--- config.mk ---
export PLATFORM = sky130hd
export DESIGN_NAME = sem_mag
export DESIGN_NICKNAME = d
export VERILOG_FILES = /design/src/rtl/core/sem_pkg.sv /design/src/rtl/core/sem_mag.sv
export SDC_FILE = /design/constraint.sdc
export NUM_CORES = 1
export LEC_CHECK = 0
export BUFFER_PORTS_ARGS = -buffer_cell sky130_fd_sc_hd__buf_2
export CAP_MARGIN = 20
export CORE_MARGIN = 3
export CORE_UTILIZATION = 65
export DETAILED_ROUTE_END_ITERATION = 10
export GPL_TIMING_DRIVEN = 0
export PLACE_DENSITY = 0.86
export RECOVER_POWER = 100
export SLEW_MARGIN = 30
export SYNTH_ARGS = -nofsm -noshare
export SYNTH_HDL_FRONTEND = slang
export SYNTH_SLANG_ARGS = --single-unit
--- constraint.sdc ---
create_clock -name i_clk -period 9.2 [get_ports i_clk]
set_input_delay 0.92 -clock i_clk [delete_from_list [all_inputs] [get_ports i_clk]]
set_output_delay 0.92 -clock i_clk [all_outputs]
set_load 0.03 [all_outputs]
--- src/rtl/core/sem_pkg.sv ---
// Shared constants for the Sobel edge magnitude block.
`default_nettype none

package sem_pkg;

    localparam int PIX_BITS       = 8;
    localparam int GRAD_BITS      = 11;
    localparam int SUM_BITS       = 21;
    localparam int ROW_BITS       = 12;
    localparam int HEIGHT_BITS    = 13;
    localparam int MAX_HEIGHT     = 4096;
    localparam int HEIGHT_RESET   = 2160;
    localparam int DIM_MIN        = 3;
    localparam int CFG_DATA_BITS  = 13;
    localparam int CFG_INDEX_BITS = 2;

    localparam logic [CFG_INDEX_BITS-1:0] REG_FRAME_WIDTH  = 2'd0;
    localparam logic [CFG_INDEX_BITS-1:0] REG_FRAME_HEIGHT = 2'd1;

    localparam logic [PIX_BITS-1:0] PIX_MAX = 8'hFF;

endpackage

`default_nettype wire

--- src/rtl/core/sem_mag.sv ---
// Gradient magnitude: sum of squares, then a bit-serial saturating square root.
`default_nettype none

module sem_mag
    import sem_pkg::*;
(
    input  wire logic                        i_clk,
    input  wire logic                        i_rst_n,
    input  wire logic                        i_start,
    input  wire logic signed [GRAD_BITS-1:0] i_gv,
    input  wire logic signed [GRAD_BITS-1:0] i_gh,
    output logic                             o_done,
    output logic        [PIX_BITS-1:0]       o_root
);

    logic signed [2*GRAD_BITS-1:0] sq_v;
    logic signed [2*GRAD_BITS-1:0] sq_h;
    logic        [PIX_BITS-1:0]    trial;
    logic        [2*PIX_BITS-1:0]  trial_sq;
    logic                          sat;

    logic [SUM_BITS-1:0] r_sum;
    logic [PIX_BITS-1:0] r_root;
    logic [2:0]          r_cnt;
    logic                r_busy;
    logic                r_done;

    assign sq_v     = i_gv * i_gv;
    assign sq_h     = i_gh * i_gh;
    assign trial    = r_root | (PIX_BITS'(1) << r_cnt);
    assign trial_sq = (2*PIX_BITS)'(trial) * (2*PIX_BITS)'(trial);
    assign sat      = |r_sum[SUM_BITS-1:2*PIX_BITS];

    always_ff @(posedge i_clk) begin
        if (!i_rst_n) begin
            r_busy <= 1'b0;
            r_done <= 1'b0;
        end else begin
            r_done <= 1'b0;
            if (i_start) begin
                r_busy <= 1'b1;
            end else if (r_busy && r_cnt == 3'd0) begin
                r_busy <= 1'b0;
                r_done <= 1'b1;
            end
        end
    end

    // one result bit per cycle, most significant first
    always_ff @(posedge i_clk) begin
        if (i_start) begin
            r_sum  <= SUM_BITS'($unsigned(sq_v)) + SUM_BITS'($unsigned(sq_h));
            r_root <= '0;
            r_cnt  <= 3'd7;
        end else if (r_busy) begin
            if (SUM_BITS'(trial_sq) <= r_sum) begin
                r_root <= trial;
            end
            r_cnt <= r_cnt - 3'd1;
        end
    end

    assign o_done = r_done;
    assign o_root = sat ? PIX_MAX : r_root;

endmodule

`default_nettype wire

Word level (Yosys, flattened, before mapping)
Index checks and enable logic that the tools add are counted.
- output and inout bits: 9
- register bits after elaboration: 34
- input port bits: 25
- mux-type cells: 4
- bitwise operators: 2
- order comparisons: 1
- multipliers: 3
- add/subtract/negate cells: 2
- reduce and logical (&&, ||, !) cells: 6
- shifts and indexed selects: 1
- operators by type and width (cell ; number):
    $mul 11x11->21 ; 2
    $add 21x21->21 ; 1
    $le 16x21->1 ; 1
    $mul 8x8->16 ; 1
    $mux 8 ; 1
    $or 8x8->8 ; 1
    $shl 1x3->8 const A ; 1
    $reduce_or 5->1 ; 1
    $logic_not 3->1 ; 1
    $mux 1 ; 3
    $sub 3x1->3 const B ; 1
    $reduce_and 2->1 ; 1
    $reduce_bool 2->1 ; 1
    $reduce_or 2->1 ; 1
    $logic_and 1x1->1 ; 1
    $not 1->1 ; 1

Longest topological paths before layout
- depth after elaboration: 5
- depth in mapped cells: 27

Least setup slack after synthesis
OpenSTA, ideal clock, no wires.
- path type: input port to flip-flop
- start: input i_gh[10]
- end: register r_sum[19], data pin
- data required time: 8937 ps
- stages: 23
- slack: 1867 ps
- data arrival time: 7071 ps
- path through: clkbuf_1 clkbuf_1 nand2_1 inv_1 fa_1 inv_1 fa_1 fa_1 fa_1 inv_1 fa_1 inv_1 fa_1 inv_1 fa_1 ha_1 nor4_1 o21ai_1 and3_1 or4_4 a21o_1 o41ai_2 xnor2_1
- cells in the longest elaborated chain, start to end: 2
- ends and longest elaborated chain (item ; line ; text):
    start, declared ; sem_mag.sv:11 ; input wire logic signed [GRAD_BITS-1:0] i_gh,
    $mul 11x11->21 ; sem_mag.sv:29 ; assign sq_h = i_gh * i_gh;
    $add 21x21->21 ; sem_mag.sv:52 ; r_sum <= SUM_BITS'($unsigned(sq_v)) + SUM_BITS'($unsigned(sq_h));
    end signal, assigned ; sem_mag.sv:52 ;
    end, declared ; sem_mag.sv:22 ; logic [SUM_BITS-1:0] r_sum;
No other way between the ends.
A chain may end at the register's enable or synchronous reset.

Worst setup path in the final report
Same ends and word-level chain as after synthesis.

==> results.sh <==
export IMPL_path_cells="clkbuf_1, clkbuf_1, clkbuf_1, nand2_1, inv_1, fa_1, inv_1, fa_1, fa_1, fa_1, inv_1, fa_1, inv_1, fa_1, inv_1, fa_1, ha_1, nor4_1, o21ai_0, and3_1, or4_1, a21o_1, o41ai_1, xnor2_1"
export IMPL_layout_commonest_cell="inv_1"
export IMPL_synth_cells=1224
export IMPL_setup_viol=0
export IMPL_cts_tree="yes"
export IMPL_worst_pin_slew_ns=1.25
export IMPL_first_pass_iters=5
export IMPL_fin_crit_ns=8.21
export IMPL_tns_ns=0
export IMPL_cts_resized=0
export IMPL_vias=7883
export IMPL_ys_seq_elements=34
export IMPL_cts_sinks=34
export IMPL_syn2layout_area_growth_pct=4.88
export IMPL_fin_nets=1665
export IMPL_cp_arrival_ns=8.24
export IMPL_crit_path_max_incr_delay_ns=0.55
export IMPL_synth_edff_count=21
export IMPL_post_route_period_util=0.892
export IMPL_max_slew_margin=0.164
export IMPL_cpMostUsedCell="fa_1"
export IMPL_drt_vias_per_instance=5.31
export IMPL_drt_iter0_drc=439
export IMPL_rsz0062_at_grt="no"
export IMPL_critPathRequiredTime_ns=9.23
export IMPL_grt_usage=0.256
export IMPL_cpMaxStageDelayCell="fa_1"
export IMPL_antenna_found_initial=0
export IMPL_start_kind="input pin"
export IMPL_crit_family="adder cells"
export IMPL_gp_congestion=0.896
export IMPL_syn_nets=1626
export IMPL_start_util=0.675
export IMPL_yosysWarnings=0
export IMPL_die_x_um=138
export IMPL_path_class="in -> reg"
export IMPL_most_common_layout_cells="inv_1 (364), fa_1 (252), ha_1 (125)"
export IMPL_cap_violations=0
export IMPL_outcome="completed"
export IMPL_diodes=0
export IMPL_final_hold_violation_count=0
export IMPL_route_detailed_drc=0
export IMPL_io_buffers=32
export IMPL_fillers=1199
export IMPL_wl_um=23600
export IMPL_grt_pass1_wl_um=40100
export IMPL_avgSynthCellArea_um2=9.30
export IMPL_h_tree_depth=2
export IMPL_wire_per_inst_um=15.9
export IMPL_fin_hold_ws_ns=0.546
export IMPL_final_layout_size_suffix_gt1_frac=0.0277
export IMPL_clk_path_buf_depth=2
export IMPL_worstSkewPairLatency_ns=0.29
export IMPL_cp_num_buf_inv=8
export IMPL_numCtsBuffers=5
export IMPL_hold_class="reg -> reg"
export IMPL_cp_max_fo=10
export IMPL_drt_met1_wl_um=9380
export IMPL_final_area_um2=11900
export IMPL_synthFlopType="edfxtp_1"
export IMPL_grt_pass1_vias=8782
export IMPL_yosysSeqAreaShare=0.0783
export IMPL_synthDistinctLibCells=46
export IMPL_top_layer="met4"
export IMPL_dp_final_hpwl_um=21100
export IMPL_end_kind="flop"
export IMPL_clock_fmax_mhz=122
export IMPL_ios=34
export IMPL_dieHeight_um=138
export IMPL_core_area_um2=16900
export IMPL_wl_met3_um=1380
export IMPL_syn_area_um2=11400
export IMPL_hold_buffers=0
export IMPL_rows=47
export IMPL_drv_slew=0
export IMPL_die_area_um2=19100
export IMPL_fin_worst_skew_ns=0.00686
export IMPL_cts_root_buf="clkbuf_16"
export IMPL_grt_max_degree=26
export IMPL_post_cts_setup_buffers=0
export IMPL_rrSetupSlack_ns=2.12
export IMPL_placed_cell_area_um2=11800
export IMPL_clkSlewWorstSetupHoldPaths_ns=0.06
export IMPL_wl_met2_um=12200
export IMPL_overflow=0
export IMPL_postRouteAntennaNets=0
export IMPL_ys_async_sr_fraction=0
## through the flow
stage | setup WS, ns | util | instances
2_1_floorplan | 1.87 | - | 1224
3_3_place_gp | 0.909 | 0.700 | 1476
3_5_place_dp | 0.735 | 0.700 | 1476
4_1_cts | 1.08 | 0.709 | 1484
5_1_grt | 0.639 | 0.707 | 1484
6_report | 0.992 | 0.707 | 1484
## layer usage
layer,track usage,vias up
met5,0,-
met4,0.0718,0
met3,0.0342,52
met2,0.469,240
met1,0.319,3934
li1,-,3657
## worst reg2reg max path, delay by kind of cell, from the launching register on
family / cells / cell delay, ns
simple gates: 6 / 1.31
compound gates: 7 / 1.99
xor+xnor: 1 / 0.14
flops: 1 / 0.40
fa+ha+maj: 7 / 2.90
buf+inv: 4 / 0.26
## worst paths after layout
check,startpoint,endpoint,cells after the start
setup / recovery,i_gh[10],r_sum[19],24
hold / removal,r_cnt[1],r_cnt[1],2
setup reg to reg,r_cnt[0],r_root[2],25
hold reg to reg,r_cnt[1],r_cnt[1],2
## cell families (layout without fill, tap and decap cells)
family                     after synthesis  in the layout  synth area share
adders and majority gates              377            377             0.581
muxes                                    1              1          0.000989
xor gates and xnor gates                56             56            0.0431
DFF                                     34             34            0.0782
other                                    2              2          0.000660
and+or+nand+nor                        270            270             0.118
AOI/OAI and AO/OA                       90             90            0.0486
buffers and inverters                  394            434             0.130
## sequential cells by signal, summed over array words and instances (netlist names)
| name | count |
|---|---|
| r_root | 8 |
| r_sum | 21 |
| o_done | 1 |
| r_cnt | 3 |
| r_busy | 1 |
## cell usage after synthesis (6+ instances only)
library cell,count,area (µm²)
a21o_1,11,82.6
a21oi_1,35,175
and2_1,49,307
clkbuf_1,29,109
dfxtp_1,13,260
edfxtp_1,21,631
fa_1,252,5040
ha_1,125,1560
inv_1,364,1370
nand2_1,78,293
nand2b_1,14,87.6
nand3_1,6,30.0
nor2_1,62,233
nor2b_1,26,163
o21ai_0,20,100
or2_2,6,37.5
or3_1,10,62.6
xnor2_1,47,412
xor2_1,9,78.8
## area by class of cell
class	count	area, µm²	share of cell area
Multi-Input combinational cell	796	9000	0.754
Inverter	365	1370	0.115
Sequential cell	34	891	0.0746
Tap cell	220	275	0.0231
Timing Repair Buffer	32	145	0.0122
Clock buffer	5	125	0.0105
Buffer	29	109	0.00912
Clock inverter	3	21.3	0.00178
Power is not shown: default switching activity piles up to over one toggle a cycle in this logic, so the estimate is an artifact.
